$ cat src/sv/psu_pkg.sv
// Shared types and constants for the PNG scanline unfilter.
// Used by psu_ctrl, psu_recon, the top level and the port checker.
`timescale 1ns / 1ps
`default_nettype none

package psu_pkg;

   localparam int BYTE_W   = 8;
   localparam int BPP_W    = 4;
   localparam int LEN_W    = 13;
   localparam int ROWS_W   = 31;
   localparam int CSR_AW   = 2;
   localparam int CSR_DW   = 31;
   localparam int USER_W   = 2;

   // rsp_tuser bit positions
   localparam int USER_IMAGE_END = 0;
   localparam int USER_STATUS    = 1;

   // register indexes
   localparam logic [CSR_AW-1:0] CSR_BYTES_PER_PIXEL = 2'd0;
   localparam logic [CSR_AW-1:0] CSR_LINE_DATA_BYTES = 2'd1;
   localparam logic [CSR_AW-1:0] CSR_ROW_TOTAL       = 2'd2;

   localparam logic [BYTE_W-1:0] FILTER_LAST_CODE = 8'd4;

   typedef enum logic [2:0] {
      FILTER_NONE    = 3'd0,
      FILTER_SUB     = 3'd1,
      FILTER_UP      = 3'd2,
      FILTER_AVERAGE = 3'd3,
      FILTER_PAETH   = 3'd4
   } psu_filter_type;

   // control info travelling with one byte from the accept stage to reconstruction
   typedef struct packed {
      logic           err;
      logic           first_row;
      logic           row_end;
      logic           image_end;
      psu_filter_type kind;
   } psu_tag_type;

endpackage

`default_nettype wire

$ cat src/sv/psu_ctrl.sv
// Accept stage: config registers, row/column counters, filter byte decode,
// line store read issue. Depends on psu_pkg.
`timescale 1ns / 1ps
`default_nettype none

module psu_ctrl #(
   parameter int MAX_ROW_BYTES   = 4096,
   parameter int MAX_PIXEL_BYTES = 8,
   localparam int XW   = (MAX_ROW_BYTES > 1) ? $clog2(MAX_ROW_BYTES) : 1,
   localparam int COLW = $clog2(MAX_ROW_BYTES + 1)
) (
   input  wire logic                         clock,
   input  wire logic                         reset,
   input  wire logic                         csr_we,
   input  wire logic [psu_pkg::CSR_AW-1:0]   csr_addr,
   input  wire logic [psu_pkg::CSR_DW-1:0]   csr_wdata,
   input  wire logic                         req_tvalid,
   output logic                              req_tready,
   input  wire logic [psu_pkg::BYTE_W-1:0]   req_tdata,
   output logic                              s1_valid,
   output logic      [psu_pkg::BYTE_W-1:0]   s1_byte,
   output logic      [XW-1:0]                s1_x,
   output psu_pkg::psu_tag_type              s1_tag,
   input  wire logic                         s1_take,
   output logic      [psu_pkg::BPP_W-1:0]    bpp,
   output logic                              rd_en,
   output logic      [XW-1:0]                rd_addr
);

   import psu_pkg::*;

   logic [BPP_W-1:0]  cfg_bpp_ff,  cfg_bpp_in;
   logic [LEN_W-1:0]  cfg_len_ff,  cfg_len_in;
   logic [ROWS_W-1:0] cfg_rows_ff, cfg_rows_in;

   logic [COLW-1:0]   column_ff,    column_in;
   logic [ROWS_W-1:0] row_index_ff, row_index_in;
   logic              first_row_ff, first_row_in;
   logic              halted_ff,    halted_in;
   psu_filter_type    kind_ff,      kind_in;

   logic              s1_valid_ff, s1_valid_in;
   logic [BYTE_W-1:0] s1_byte_ff,  s1_byte_in;
   logic [XW-1:0]     s1_x_ff,     s1_x_in;
   psu_tag_type       s1_tag_ff,   s1_tag_in;

   logic [COLW-1:0]   len_eff;
   logic [ROWS_W-1:0] rows_eff;
   logic              s1_free;
   logic              accept;
   logic              row_last;
   logic              image_last;
   logic [XW-1:0]     x_cur;

   // out-of-range registers act as the nearest legal value
   always_comb begin
      if (cfg_bpp_ff == '0) begin
         bpp = BPP_W'(1);
      end else if (32'(cfg_bpp_ff) > MAX_PIXEL_BYTES) begin
         bpp = BPP_W'(MAX_PIXEL_BYTES);
      end else begin
         bpp = cfg_bpp_ff;
      end
      if (cfg_len_ff == '0) begin
         len_eff = COLW'(1);
      end else if (32'(cfg_len_ff) > MAX_ROW_BYTES) begin
         len_eff = COLW'(MAX_ROW_BYTES);
      end else begin
         len_eff = COLW'(cfg_len_ff);
      end
      rows_eff = (cfg_rows_ff == '0) ? ROWS_W'(1) : cfg_rows_ff;
   end

   assign s1_free    = !s1_valid_ff || s1_take;
   // once halted, bytes are taken and dropped
   assign req_tready = halted_ff || s1_free;
   assign accept     = req_tvalid && req_tready && !halted_ff;

   assign x_cur      = XW'(column_ff - COLW'(1));
   assign row_last   = 32'(column_ff) >= 32'(len_eff);
   assign image_last = row_last && ((32'(row_index_ff) + 32'd1) >= 32'(rows_eff));

   assign rd_en   = accept && (column_ff != '0);
   assign rd_addr = x_cur;

   always_comb begin
      cfg_bpp_in   = cfg_bpp_ff;
      cfg_len_in   = cfg_len_ff;
      cfg_rows_in  = cfg_rows_ff;
      column_in    = column_ff;
      row_index_in = row_index_ff;
      first_row_in = first_row_ff;
      halted_in    = halted_ff;
      kind_in      = kind_ff;
      s1_valid_in  = s1_take ? 1'b0 : s1_valid_ff;
      s1_byte_in   = s1_byte_ff;
      s1_x_in      = s1_x_ff;
      s1_tag_in    = s1_tag_ff;

      if (csr_we) begin
         unique case (csr_addr)
            CSR_BYTES_PER_PIXEL: cfg_bpp_in  = csr_wdata[BPP_W-1:0];
            CSR_LINE_DATA_BYTES: cfg_len_in  = csr_wdata[LEN_W-1:0];
            CSR_ROW_TOTAL:       cfg_rows_in = csr_wdata[ROWS_W-1:0];
            default: ;
         endcase
      end

      if (accept) begin
         if (column_ff == '0) begin
            if (req_tdata > FILTER_LAST_CODE) begin
               halted_in           = 1'b1;
               s1_valid_in         = 1'b1;
               s1_byte_in          = '0;
               s1_x_in             = '0;
               s1_tag_in           = '0;
               s1_tag_in.err       = 1'b1;
            end else begin
               kind_in   = psu_filter_type'(req_tdata[2:0]);
               column_in = COLW'(1);
            end
         end else begin
            s1_valid_in         = 1'b1;
            s1_byte_in          = req_tdata;
            s1_x_in             = x_cur;
            s1_tag_in.err       = 1'b0;
            s1_tag_in.first_row = first_row_ff;
            s1_tag_in.row_end   = row_last;
            s1_tag_in.image_end = image_last;
            s1_tag_in.kind      = kind_ff;
            if (row_last) begin
               column_in = '0;
               if (image_last) begin
                  row_index_in = '0;
                  first_row_in = 1'b1;
               end else begin
                  row_index_in = row_index_ff + ROWS_W'(1);
                  first_row_in = 1'b0;
               end
            end else begin
               column_in = column_ff + COLW'(1);
            end
         end
      end
   end

   always_ff @(posedge clock) begin
      if (reset) begin
         cfg_bpp_ff   <= BPP_W'(1);
         cfg_len_ff   <= LEN_W'(1);
         cfg_rows_ff  <= ROWS_W'(1);
         column_ff    <= '0;
         row_index_ff <= '0;
         first_row_ff <= 1'b1;
         halted_ff    <= 1'b0;
         kind_ff      <= FILTER_NONE;
         s1_valid_ff  <= 1'b0;
      end else begin
         cfg_bpp_ff   <= cfg_bpp_in;
         cfg_len_ff   <= cfg_len_in;
         cfg_rows_ff  <= cfg_rows_in;
         column_ff    <= column_in;
         row_index_ff <= row_index_in;
         first_row_ff <= first_row_in;
         halted_ff    <= halted_in;
         kind_ff      <= kind_in;
         s1_valid_ff  <= s1_valid_in;
      end
      s1_byte_ff <= s1_byte_in;
      s1_x_ff    <= s1_x_in;
      s1_tag_ff  <= s1_tag_in;
   end

   assign s1_valid = s1_valid_ff;
   assign s1_byte  = s1_byte_ff;
   assign s1_x     = s1_x_ff;
   assign s1_tag   = s1_tag_ff;

endmodule

`default_nettype wire

$ cat config.mk
export PLATFORM = sky130hd
export DESIGN_NAME = psu_ctrl
export DESIGN_NICKNAME = d
export VERILOG_FILES = /design/src/sv/psu_pkg.sv /design/src/sv/psu_ctrl.sv
export SDC_FILE = /design/constraint.sdc
export NUM_CORES = 1
export LEC_CHECK = 0
export BUFFER_PORTS_ARGS = -buffer_cell sky130_fd_sc_hd__buf_2
export CAP_MARGIN = 20
export CORE_AREA = 2 2 139 141
export CTS_BUF_LIST = sky130_fd_sc_hd__clkbuf_16
export DETAILED_ROUTE_END_ITERATION = 8
export DIE_AREA = 0 0 141 143
export SLEW_MARGIN = 30
export SYNTH_ARGS = -nofsm -noshare
export SYNTH_HDL_FRONTEND = slang
export SYNTH_SLANG_ARGS = --single-unit
$ cat constraint.sdc
create_clock -name clock -period 5.8 [get_ports clock]
set_input_delay 1.16 -clock clock [delete_from_list [all_inputs] [get_ports clock]]
set_output_delay 1.16 -clock clock [all_outputs]
set_load 0.05 [all_outputs]
==> impl_metrics.env <==
export IMPL_outcome="complete, no violations"
export IMPL_worstHoldEndpoint="first_row_ff"
export IMPL_finalSetupTns_ns=0
export IMPL_syn_num_nets=917
export IMPL_io_buffers=91
export IMPL_clkTransAtPathRegs_ns=0.06
export IMPL_num_rows=50
export IMPL_io_pins=92
export IMPL_die_h_um=143
export IMPL_ff2ff_path_depth=14
export IMPL_clock_sinks=125
export IMPL_critPathArrivalTime_ns=4.56
export IMPL_post_cts_buffers=0
export IMPL_clk_path_buf_depth=2
export IMPL_dieArea_um2=20160
export IMPL_slew_viol_final=0
export IMPL_gp_congestion=0.8491
export IMPL_wl_per_cell_um=14.55
export IMPL_vias_per_cell=5.191
export IMPL_worst_r2r_endpoint="row_index_ff[18]"
export IMPL_grt_ovfl_total=0
export IMPL_critPathCaptureType="register"
export IMPL_period_needed_ns=4.238
export IMPL_layout_common_cells="nand2_1, dfxtp_1, buf_2"
export IMPL_grt_max_degree=42
export IMPL_min_from="first_row_ff"
export IMPL_drt_antenna_violating_nets=0
export IMPL_nets=986
export IMPL_fin_util_pct=44.69
export IMPL_holdBufCountCts=0
export IMPL_drt_initial_drc_count=379
export IMPL_antenna_found_initial=0
export IMPL_dp_hpwl_um=12050
export IMPL_finalCritPeriodShare_pct=73.07
export IMPL_clock_skew_ns=0.009797
export IMPL_maxCapViolations=0
export IMPL_design_core_area_um2=18580
export IMPL_worstSkewPairLatency_ns=0.42
export IMPL_hold_viol=0
export IMPL_cts_buffers=17
export IMPL_async_flop_share_pct=0
export IMPL_powerDensity_nw_per_um2=261.1
export IMPL_hold_depth=1
export IMPL_worstSetupPathType="register to register"
export IMPL_setup_viol=0
export IMPL_synth_edf_count=27
export IMPL_drc=0
export IMPL_ctsResizeCount=0
export IMPL_ys_flop_type="dfxtp_1"
export IMPL_worstSetupStartpointType="register"
export IMPL_ctsHtreeMaxLevel=4
export IMPL_num_antenna_cells=0
export IMPL_root_buffer="clkbuf_16"
export IMPL_area_growth_pct=15.47
export IMPL_vias=5913
export IMPL_power_leakage_nw=3.223
export IMPL_synth_cell_types=73
export IMPL_drive_above_1_share_pct=17.24
export IMPL_synth_avg_cell_area_um2=8.739
export IMPL_cts_tree="done"
export IMPL_timing_rr_start="row_index_ff[0]"
export IMPL_tightest_slew_ns=0.7700
export IMPL_crit_fanout=17
export IMPL_syn_inst=823
export IMPL_holdCritPathClass="register to register"
export IMPL_synth_area_um2=7192
export IMPL_vdd_drop_max_mv=0.2047
export IMPL_cp_required_ns=6.12
export IMPL_routed_wl_um=16570
export IMPL_power_mw=2.168
export IMPL_regToRegSetupSlack_ns=1.56
export IMPL_rsz0062_at_grt="false"
export IMPL_first_pass_iters=5
export IMPL_yosysWarnings=0
export IMPL_final_common_cell="nand2_1"
export IMPL_grt_pass1_vias=5505
export IMPL_max_freq_mhz=236.0
export IMPL_whs_ns=0.4590
export IMPL_slew_headroom_pct=48.56
export IMPL_fp_dieW_um=141
export IMPL_ys_ff_latch=125
export IMPL_grt_pass1_wl_um=27730
export IMPL_initial_core_util_pct=38.71
export IMPL_track_usage_pct=17.03
export IMPL_ys_seq_area_share_pct=38.55
## per-layer routing
layer | global-route usage (%) | wire (µm) | part of all wire, %
met5 | 0 | 0 | 0
met4 | 5.842 | 229 | 1.4
met3 | 3.924 | 795 | 4.8
met2 | 26.24 | 7222 | 44
met1 | 23.56 | 8326 | 50
## cell type report
cell class	count	area (µm²)
clock buffer	17	425.4
multi-input combinational	597	3976
timing repair buffer	94	481.7
inverter	57	216.5
sequential	125	2773
clock inverter	15	138.9
fill	1870	10280
tap	234	292.8
## synthesized netlist by cell type (15+ instances only)
cell	number	area, µm²
clkbuf_1	22	82.58
nand4_1	30	187.7
and2_1	15	93.84
nand2_1	136	510.5
xnor2_1	29	254.0
nand3_1	21	105.1
edfxtp_1	27	810.8
nand2b_1	18	112.6
o2bb2ai_1	15	131.4
ha_1	48	600.6
nor2b_1	20	125.1
inv_1	56	210.2
dfxtp_1	98	1962
nor2_1	35	131.4
xor2_1	18	157.7
a21oi_1	62	310.3
nor3_1	20	100.1
## flip-flops by register name (all words and copies together), names as in the netlist
name / cells
cfg_rows_ff: 31
row_index_ff: 31
cfg_len_ff: 13
column_ff: 13
s1_x: 12
s1_byte: 8
s1_tag: 7
cfg_bpp_ff: 4
kind_ff: 3
first_row_ff: 1
halted_ff: 1
s1_valid: 1
## worst max path at each step
stage | startpoint | to | slack (ns) | cells past startpoint
floorplan | row_index_ff[0] | row_index_ff[18] | 2.32 | 15
global placement | row_index_ff[0] | row_index_ff[19] | 1.72 | 14
CTS | row_index_ff[0] | row_index_ff[5] | 1.56 | 14
finish | row_index_ff[0] | row_index_ff[18] | 1.56 | 14
detailed placement | row_index_ff[0] | row_index_ff[5] | 1.57 | 14
global route | row_index_ff[0] | row_index_ff[4] | 1.10 | 14
## worst max-delay path: stages, from the launching register on
cell and delay, ns:
dfxtp_1 0.43, ha_1 0.32, nand4_1 0.20, nor4_4 0.38
and2_1 0.25, nand4_1 0.13, xor2_1 0.22, inv_1 0.07
ha_1 0.30, nand4_1 0.13, nor3_1 0.07, a221oi_1 0.23
and3_1 0.68, nand3_2 0.48, o32ai_1 0.25
## kinds of logic (layout without fill, tap and decap cells)
logic type | count (synthesis) | count (layout) | share of synthesized area [%]
AO/OA/AOI/OAI | 141 | 141 | 13.99
XOR/XNOR | 47 | 47 | 5.724
adder cells (fa/ha/maj) | 48 | 48 | 8.351
buffers and inverters | 101 | 183 | 6.228
flip-flops | 125 | 125 | 38.55
multiplexers | 6 | 6 | 0.8351
AND/OR/NAND/NOR | 355 | 355 | 26.32
## power by group
part / switching (mW) / leakage [nW] / internal [mW]
Combinational: 0.155 / 1.90 / 0.0610
Sequential: 0.0130 / 1.06 / 0.916
Clock: 0.429 / 0.265 / 0.594
Total: 0.597 / 3.22 / 1.57
## metrics by stage
step                area (µm²)  instances  worst slack, ns
floorplan                 7192        823            2.324
global placement          7724       1106            1.723
detailed placement        7736       1107            1.567
CTS                       8300       1139            1.564
global route              8304       1139            1.096
finish                    8304       1139            1.562
No activity file was read; power rests on OpenSTA's default activity.
