<file path="src/sv/psu_pkg.sv">
// Shared types and constants for the PNG scanline unfilter.
// Used by psu_ctrl, psu_recon, the top level and the port checker.
`timescale 1ns / 1ps
`default_nettype none

package psu_pkg;

   localparam int BYTE_W   = 8;
   localparam int BPP_W    = 4;
   localparam int LEN_W    = 13;
   localparam int ROWS_W   = 31;
   localparam int CSR_AW   = 2;
   localparam int CSR_DW   = 31;
   localparam int USER_W   = 2;

   // rsp_tuser bit positions
   localparam int USER_IMAGE_END = 0;
   localparam int USER_STATUS    = 1;

   // register indexes
   localparam logic [CSR_AW-1:0] CSR_BYTES_PER_PIXEL = 2'd0;
   localparam logic [CSR_AW-1:0] CSR_LINE_DATA_BYTES = 2'd1;
   localparam logic [CSR_AW-1:0] CSR_ROW_TOTAL       = 2'd2;

   localparam logic [BYTE_W-1:0] FILTER_LAST_CODE = 8'd4;

   typedef enum logic [2:0] {
      FILTER_NONE    = 3'd0,
      FILTER_SUB     = 3'd1,
      FILTER_UP      = 3'd2,
      FILTER_AVERAGE = 3'd3,
      FILTER_PAETH   = 3'd4
   } psu_filter_type;

   // control info travelling with one byte from the accept stage to reconstruction
   typedef struct packed {
      logic           err;
      logic           first_row;
      logic           row_end;
      logic           image_end;
      psu_filter_type kind;
   } psu_tag_type;

endpackage

`default_nettype wire

</file>
<file path="src/sv/psu_recon.sv">
// Reconstruction stage: predictor (Sub/Up/Average/Paeth), line store write-back,
// left/upper-left byte history and the result register. Depends on psu_pkg.
`timescale 1ns / 1ps
`default_nettype none

module psu_recon #(
   parameter int MAX_ROW_BYTES   = 4096,
   parameter int MAX_PIXEL_BYTES = 8,
   localparam int XW = (MAX_ROW_BYTES > 1) ? $clog2(MAX_ROW_BYTES) : 1
) (
   input  wire logic                         clock,
   input  wire logic                         reset,
   input  wire logic                         s1_valid,
   input  wire logic [psu_pkg::BYTE_W-1:0]   s1_byte,
   input  wire logic [XW-1:0]                s1_x,
   input  wire psu_pkg::psu_tag_type         s1_tag,
   output logic                              s1_take,
   input  wire logic [psu_pkg::BPP_W-1:0]    bpp,
   input  wire logic [psu_pkg::BYTE_W-1:0]   rd_data,
   output logic                              wr_en,
   output logic      [XW-1:0]                wr_addr,
   output logic      [psu_pkg::BYTE_W-1:0]   wr_data,
   output logic                              rsp_tvalid,
   input  wire logic                         rsp_tready,
   output logic      [psu_pkg::BYTE_W-1:0]   rsp_tdata,
   output logic                              rsp_tlast,
   output logic      [psu_pkg::USER_W-1:0]   rsp_tuser
);

   import psu_pkg::*;

   // newest byte at index 0
   logic [BYTE_W-1:0] left_ff  [MAX_PIXEL_BYTES];
   logic [BYTE_W-1:0] upper_ff [MAX_PIXEL_BYTES];

   logic              rsp_valid_ff, rsp_valid_in;
   logic [BYTE_W-1:0] rsp_data_ff,  rsp_data_in;
   logic              rsp_last_ff,  rsp_last_in;
   logic [USER_W-1:0] rsp_user_ff,  rsp_user_in;

   logic [BYTE_W-1:0] a_raw, c_raw, a, b, c;
   logic              has_left;
   logic [BYTE_W:0]   avg_sum;
   logic signed [BYTE_W+1:0] pa, pb, pc;
   logic [BYTE_W-1:0] paeth;
   logic [BYTE_W-1:0] pred;
   logic [BYTE_W-1:0] val;

   always_comb begin
      a_raw = '0;
      c_raw = '0;
      for (int i = 0; i < MAX_PIXEL_BYTES; i++) begin
         if (bpp == BPP_W'(i + 1)) begin
            a_raw = left_ff[i];
            c_raw = upper_ff[i];
         end
      end
   end

   assign has_left = 32'(s1_x) >= 32'(bpp);
   assign a = has_left ? a_raw : '0;
   assign c = has_left ? c_raw : '0;
   assign b = s1_tag.first_row ? '0 : rd_data;

   // Paeth distances: |p-a| = |b-c|, |p-b| = |a-c|, |p-c| = |a+b-2c|
   always_comb begin
      pa = $signed({2'b00, b}) - $signed({2'b00, c});
      pb = $signed({2'b00, a}) - $signed({2'b00, c});
      pc = pa + pb;
      if (pa < 0) pa = -pa;
      if (pb < 0) pb = -pb;
      if (pc < 0) pc = -pc;
      if (pa <= pb && pa <= pc) begin
         paeth = a;
      end else if (pb <= pc) begin
         paeth = b;
      end else begin
         paeth = c;
      end
   end

   assign avg_sum = {1'b0, a} + {1'b0, b};

   always_comb begin
      unique case (s1_tag.kind)
         FILTER_SUB:     pred = a;
         FILTER_UP:      pred = b;
         FILTER_AVERAGE: pred = avg_sum[BYTE_W:1];
         FILTER_PAETH:   pred = paeth;
         default:        pred = '0;
      endcase
   end

   assign val     = s1_byte + pred;
   assign s1_take = s1_valid && (!rsp_valid_ff || rsp_tready);
   assign wr_en   = s1_take && !s1_tag.err;
   assign wr_addr = s1_x;
   assign wr_data = val;

   always_comb begin
      rsp_valid_in = rsp_valid_ff && !rsp_tready;
      rsp_data_in  = rsp_data_ff;
      rsp_last_in  = rsp_last_ff;
      rsp_user_in  = rsp_user_ff;
      if (s1_take) begin
         rsp_valid_in = 1'b1;
         rsp_user_in  = '0;
         if (s1_tag.err) begin
            rsp_data_in              = '0;
            rsp_last_in              = 1'b0;
            rsp_user_in[USER_STATUS] = 1'b1;
         end else begin
            rsp_data_in                 = val;
            rsp_last_in                 = s1_tag.row_end;
            rsp_user_in[USER_IMAGE_END] = s1_tag.image_end;
         end
      end
   end

   always_ff @(posedge clock) begin
      if (reset) begin
         rsp_valid_ff <= 1'b0;
      end else begin
         rsp_valid_ff <= rsp_valid_in;
      end
      rsp_data_ff <= rsp_data_in;
      rsp_last_ff <= rsp_last_in;
      rsp_user_ff <= rsp_user_in;
      if (wr_en) begin
         left_ff[0]  <= val;
         upper_ff[0] <= b;
         for (int i = 1; i < MAX_PIXEL_BYTES; i++) begin
            left_ff[i]  <= left_ff[i-1];
            upper_ff[i] <= upper_ff[i-1];
         end
      end
   end

   assign rsp_tvalid = rsp_valid_ff;
   assign rsp_tdata  = rsp_data_ff;
   assign rsp_tlast  = rsp_last_ff;
   assign rsp_tuser  = rsp_user_ff;

endmodule

`default_nettype wire

</file>
<file path="config.mk">
export PLATFORM = sky130hd
export DESIGN_NAME = psu_recon
export DESIGN_NICKNAME = d
export VERILOG_FILES = /design/src/sv/psu_pkg.sv /design/src/sv/psu_recon.sv
export SDC_FILE = /design/constraint.sdc
export NUM_CORES = 1
export LEC_CHECK = 0
export BUFFER_PORTS_ARGS = -buffer_cell sky130_fd_sc_hd__buf_2
export CELL_PAD_IN_SITES_DETAIL_PLACEMENT = 1
export CELL_PAD_IN_SITES_GLOBAL_PLACEMENT = 2
export CORE_MARGIN = 4
export CORE_UTILIZATION = 30
export CTS_BUF_LIST = sky130_fd_sc_hd__clkbuf_8
export DETAILED_ROUTE_END_ITERATION = 10
export PLACE_DENSITY_LB_ADDON = 0.1
export SETUP_SLACK_MARGIN = 0.15
export SYNTH_ARGS = -nofsm -noshare
export SYNTH_HDL_FRONTEND = slang
export SYNTH_SLANG_ARGS = --single-unit
</file>
<file path="constraint.sdc">
create_clock -name clock -period 12.6 [get_ports clock]
set_clock_uncertainty 0.05 [all_clocks]
set_input_delay 0.63 -clock clock [delete_from_list [all_inputs] [get_ports clock]]
set_output_delay 0.63 -clock clock [all_outputs]
set_load 0.02 [all_outputs]
</file>
==> results.cfg, run 1 <==
[clocking]
cts-root-buf = clkbuf_8
cts_tree = built
cts_resized = 0
clock_latency_ps = 460
htree_levels = 4
cts_setup_buffers = 0
path_clk_slew_ps = 90
cts_buffer_depth = 2
numCtsBuffers = 17
clock_sinks = 140
hold_buffers = 0

[worst_setup_path]
r2r-start = upper_ff[1][2]
arrival_ps = 10750
slowest_stage = o31ai_4
crit_fanout = 15
required_ps = 11920
critPathCaptureType = output pin
crit_family = compound AO/OA/AOI/OAI gates
worst-setup-path-type = input port to output pin
crit_start = bpp[3]
path_buf_inv = 6
start_kind = input port
slowest_delay_ps = 460

[finish]
fin_util = 0.3447
syn_to_final_growth_pct = 13.53
n_antenna_cell = 0
fin_nets = 988
drive_above_1_share = 0.1833
fin_cells = 1274
nFillCells = 3322

[place]
dpl.cell_count = 1242
dpl.hpwl_um = 20520
gp_congestion = 0.8209
port-buffer-count = 76

[yosys]
synthArstFlopShare = 0
yosysWarnings = 0
yosys_register_bits = 140
yosysTopAreaCell = edfxtp_1
synth-edff-count = 139
synth_ff_type = edfxtp_1
synth.avg_cell_area_sq_um = 11.25
yosys.cell_types.count = 83
synthesis.instances = 800
synth.top_cell.area_share = 0.4638
seq_area_frac_synth = 0.4661
syn-cell-area_sq_um = 8999
synth.area.top_cells = edfxtp_1 46%, ha_1 9.9%, xnor2_1 3.4%, a22oi_1 2.8%, inv_1 2.5%

[sta]
setup_viol = 0
final-hold-violation-count = 0
worstMarginPinSlew_ps = 978.1
fin_crit_sh = 0.9072
relSlewSlack = 0.3480
whs_ps = 259.8
setup_tns_ps = 0
fin_crit_ps = 11430
slew_violations = 0
rsz0062_at_grt = no
max_freq_mhz = 87.48

[grt]
antenna_found_initial = 0
gr-total-overflow = 0
first_global_vias = 7082
grt_max_degree = 77
grt_pass1_wl_um = 41490
grt_use_total = 0.1618

[die]
die_y_um = 181.2
die_w_um = 181.2
die_area_sq_um = 32830
core_sq_um = 29640
start_util = 0.3036
ios = 77
rows = 63

[power_and_ir_drop]
seqPwrFrac = 0.277
internal_power_mw = 1.169
p_leak_nw = 3.941
swShare = 0.4140
power.switching_uw = 825.7
p_per_area_nw_per_um2 = 195.2
comb_power_share = 0.532
power_frac_clock = 0.191
peakVddDrop_v = 0.0001272

[detailed_routing]
drtAntennaViolNets = 0
via_per_inst = 5.148
routed_wl_um = 26440
drt-wirelength-per-cell_um = 20.76
drt_pre_antenna_iters = 4
drc = 0
drt_iter0_drc = 394
vias = 6558

[min_path]
worstHoldStart = reset
hold_path_class = input port to register

[job]
drv_cap = 0

[status]
outcome = finished clean
path summary, 6_finish.rpt:
check	slack [ps]	depth (start not counted)	endpoint
setup reg to reg	2640	41	rsp_tdata[7]
hold reg to reg	400	0	left_ff[1][31]
hold / removal	260	2	rsp_tvalid
setup / recovery	1170	48	wr_data[7]
Yosys cell counts, types with 17 or more instances:
cell type and instances:
nand2b_1 17, a21oi_1 29, o21ai_0 37, a22oi_1 34, inv_1 60, ha_1 71
nor2b_1 27, nor2_1 31, xnor2_1 35, nand2_1 43, edfxtp_1 139
kinds of logic after synthesis:
family | after synthesis | synth area share
and+or+nand+nor | 192 | 0.1167
buffers and inverters | 101 | 0.05075
other | 2 | 0.0008346
AOI/OAI and AO/OA | 224 | 0.1872
xor gates and xnor gates | 54 | 0.05631
adders and majority gates | 75 | 0.1066
muxes | 12 | 0.01557
DFF | 140 | 0.4661
placed cells by master, fill, tap and decap left out, types with 6 or more instances in the layout:
cell type / synthesis / final
a21boi_0: 6 / 6
a21o_1: 9 / 9
a21oi_1: 29 / 29
a221oi_1: 9 / 9
a22o_1: 10 / 10
a22oi_1: 34 / 34
a31oi_1: 10 / 9
buf_2: 5 / 74
buf_4: 13 / 13
clkbuf_8: 0 / 17
edfxtp_1: 139 / 139
ha_1: 71 / 71
inv_1: 60 / 62
mux2_2: 6 / 6
nand2_1: 43 / 43
nand2b_1: 17 / 17
nand3_1: 15 / 15
nand4_1: 6 / 6
nor2_1: 31 / 31
nor2b_1: 27 / 26
nor3_1: 12 / 12
o211ai_1: 9 / 9
o21a_1: 16 / 16
o21ai_0: 37 / 35
o21bai_1: 6 / 6
xnor2_1: 35 / 35
xor2_1: 16 / 16
power groups by stage:
| stage | Combinational [mW] | Sequential [mW] | Clock, mW |
|---|---|---|---|
| floorplan | 0.776 | 0.567 | 0 |
| global placement | 1.05 | 0.562 | 0 |
| detailed placement | 1.07 | 0.563 | 0 |
| CTS | 1.08 | 0.553 | 0.392 |
| global route | 1.19 | 0.555 | 0.415 |
| finish | 1.06 | 0.553 | 0.382 |
layout make-up:
cell class	count	area, sq um	share of cell area
clock buffer	17	234.0	0.02290
sequential	140	4194	0.4105
inverter	62	232.7	0.02278
tap	390	488.0	0.04777
timing repair buffer	89	483.0	0.04728
multi-input combinational	561	4408	0.4315
clock inverter	15	176.4	0.01727
worst reg2reg max path, delay by kind of cell (launching register included):
family	cells	cell delay, ps
mux	1	320
compound gates	27	5620
simple gates	5	1300
fa+ha+maj	4	1210
xor+xnor	2	570
buf+inv	2	220
flops	1	410
metrics by stage:
step	cell area, sq um	power (mW)	setup WS [ps]
3_5_place_dp	9793	1.633	627.3
6_report	10220	1.994	1169
2_1_floorplan	9006	1.343	2304
3_3_place_gp	9793	1.610	888.5
5_1_grt	10220	2.163	153.7
4_1_cts	10200	2.024	584.1
metal layers:
| metal | share of wire | vias to the layer above | GRT usage |
|---|---|---|---|
| met4 | 0.010 | 0 | 0.03633 |
| met3 | 0.032 | 19 | 0.02658 |
| met5 | 0 | - | 0 |
| met1 | 0.49 | 3281 | 0.2292 |
| met2 | 0.47 | 95 | 0.2614 |
| li1 | - | 3163 | - |
registers in the layout, indices dropped and copies added (netlist names):
| register | cells |
|---|---|
| left_ff | 64 |
| rsp_tdata | 8 |
| rsp_tlast | 1 |
| rsp_tuser | 2 |
| rsp_tvalid | 1 |
| upper_ff | 64 |
Note: power is estimated with default switching activity, not from simulation.
==> run 2, diff against run 1 <==
- CORE_MARGIN: 4 -> not set
==> results.cfg, run 2 (same netlist as run 1, synthesis figures left out) <==
[clocking]
path_clk_slew_ps = 90
cts-root-buf = clkbuf_8
cts_buffer_depth = 2
clock_latency_ps = 460
cts_tree = built
htree_levels = 4
hold_buffers = 0
clock_sinks = 140
numCtsBuffers = 17

[finish]
final_cell_mix = 139 x edfxtp_1, 76 x buf_2, 71 x ha_1, 62 x inv_1, 43 x nand2_1
syn_to_final_growth_pct = 13.86
final_cell_area_sq_um = 10250
final-seq-area_sq_um = 4194
mostFrequentLayoutCell = edfxtp_1
multi_input_area_sq_um = 4402
fin_nets = 990
drive_above_1_share = 0.1851
n_antenna_cell = 0
nFillCells = 3286

[sta]
fin_crit_ps = 11480
worstMarginPinSlew_ps = 957.7
setup_viol = 0
relSlewSlack = 0.3615
rsz0062_at_grt = no
timing.final.ws_setup_ps = 1117
fin_crit_sh = 0.9113
setup_tns_ps = 0
slew_violations = 0
max_freq_mhz = 87.09
final-hold-violation-count = 0

[grt]
grt_max_degree = 76
grt_use_total = 0.1783
antenna_found_initial = 0
gr-total-overflow = 0
first_global_vias = 7115
grt_pass1_wl_um = 41440

[detailed_routing]
routed_wl_um = 26450
drt-wirelength-per-cell_um = 20.73
drt_pre_antenna_iters = 5
drt_iter0_drc = 421
vias = 6619
via_per_inst = 5.187
drc = 0
drtAntennaViolNets = 0

[min_path]
hold_path_class = input port to register
holdPathStages = 2

[place]
post-place-ws_ps = 718.5
dpl_cell_area_sq_um = 9808
dpl.hpwl_um = 20420
port-buffer-count = 76
gp_congestion = 0.8184

[worst_setup_path]
critPathCaptureType = output pin
r2r_cells = 41
slowest_delay_ps = 480
worst-setup-path-type = input port to output pin
required_ps = 11920
start_kind = input port
crit_fanout = 23
arrival_ps = 10800
slowest_stage = o41a_1

[power_and_ir_drop]
p_total_mw = 2.036
p_per_area_nw_per_um2 = 198.8
peakVddDrop_v = 0.0001440
p_leak_nw = 3.971

[die]
die_area_sq_um = 30690
rows = 63
die_y_um = 175.2
ios = 77
core_sq_um = 29560
start_util = 0.3044
die_w_um = 175.2

[job]
drv_cap = 0

[status]
outcome = finished clean
==> run 2: where the power goes <==
part	internal (mW)	leakage (nW)	switching (mW)
combinational	0.438	2.43	0.641
clock	0.225	0.224	0.179
sequential	0.542	1.31	0.0111
total	1.20	3.97	0.832
==> run 2: final timing paths <==
kind                                      from        endpoint  slack [ps]
worst max register to register  upper_ff[1][2]    rsp_tdata[7]        2650
worst max-delay path                    bpp[1]      wr_data[7]        1120
worst min register to register  left_ff[0][17]  left_ff[0][25]         400
worst min-delay path                     reset      rsp_tvalid         260
==> run 2: worst max-delay path, delay by kind of cell <==
| family | cells | cell delay [ps] |
|---|---|---|
| AO/OA/AOI/OAI | 28 | 5990 |
| adder cells (fa/ha/maj) | 6 | 1700 |
| AND/OR/NAND/NOR | 6 | 1080 |
| buffers and inverters | 6 | 930 |
| multiplexers | 1 | 310 |
| XOR/XNOR | 1 | 160 |
==> run 2: area by class of cell <==
| class | count | area share |
|---|---|---|
| multi-input cells | 561 | 0.4296 |
| flip-flops and latches | 140 | 0.4093 |
| repair buffers | 91 | 0.04811 |
| well taps | 390 | 0.04762 |
| clock buffers | 19 | 0.02552 |
| inverters | 62 | 0.02271 |
| clock inverters | 13 | 0.01710 |
==> run 2: timing repair <==
action                                  4_1_cts  5_1_grt
resized for setup                             0        2
endpoints found under the setup margin        0        2
buffers inserted                              0        0
==> run 2: layer usage <==
metal	vias to the layer above	GRT usage	part of all wire
met1	3350	0.2499	0.49
met5	-	0	0
met2	93	0.2852	0.47
met4	0	0.04529	0.011
met3	17	0.02829	0.027
li1	3159	-	-
==> run 2: through the flow <==
step / utilization / hold WS [ps] / instances
after floorplan: - / 366.6 / 802
after global placement: 0.3318 / 375.0 / 1244
after detailed placement: 0.3318 / 386.0 / 1244
after CTS: 0.3466 / 237.2 / 1276
after global routing: 0.3466 / 241.0 / 1276
final: 0.3466 / 265.0 / 1276
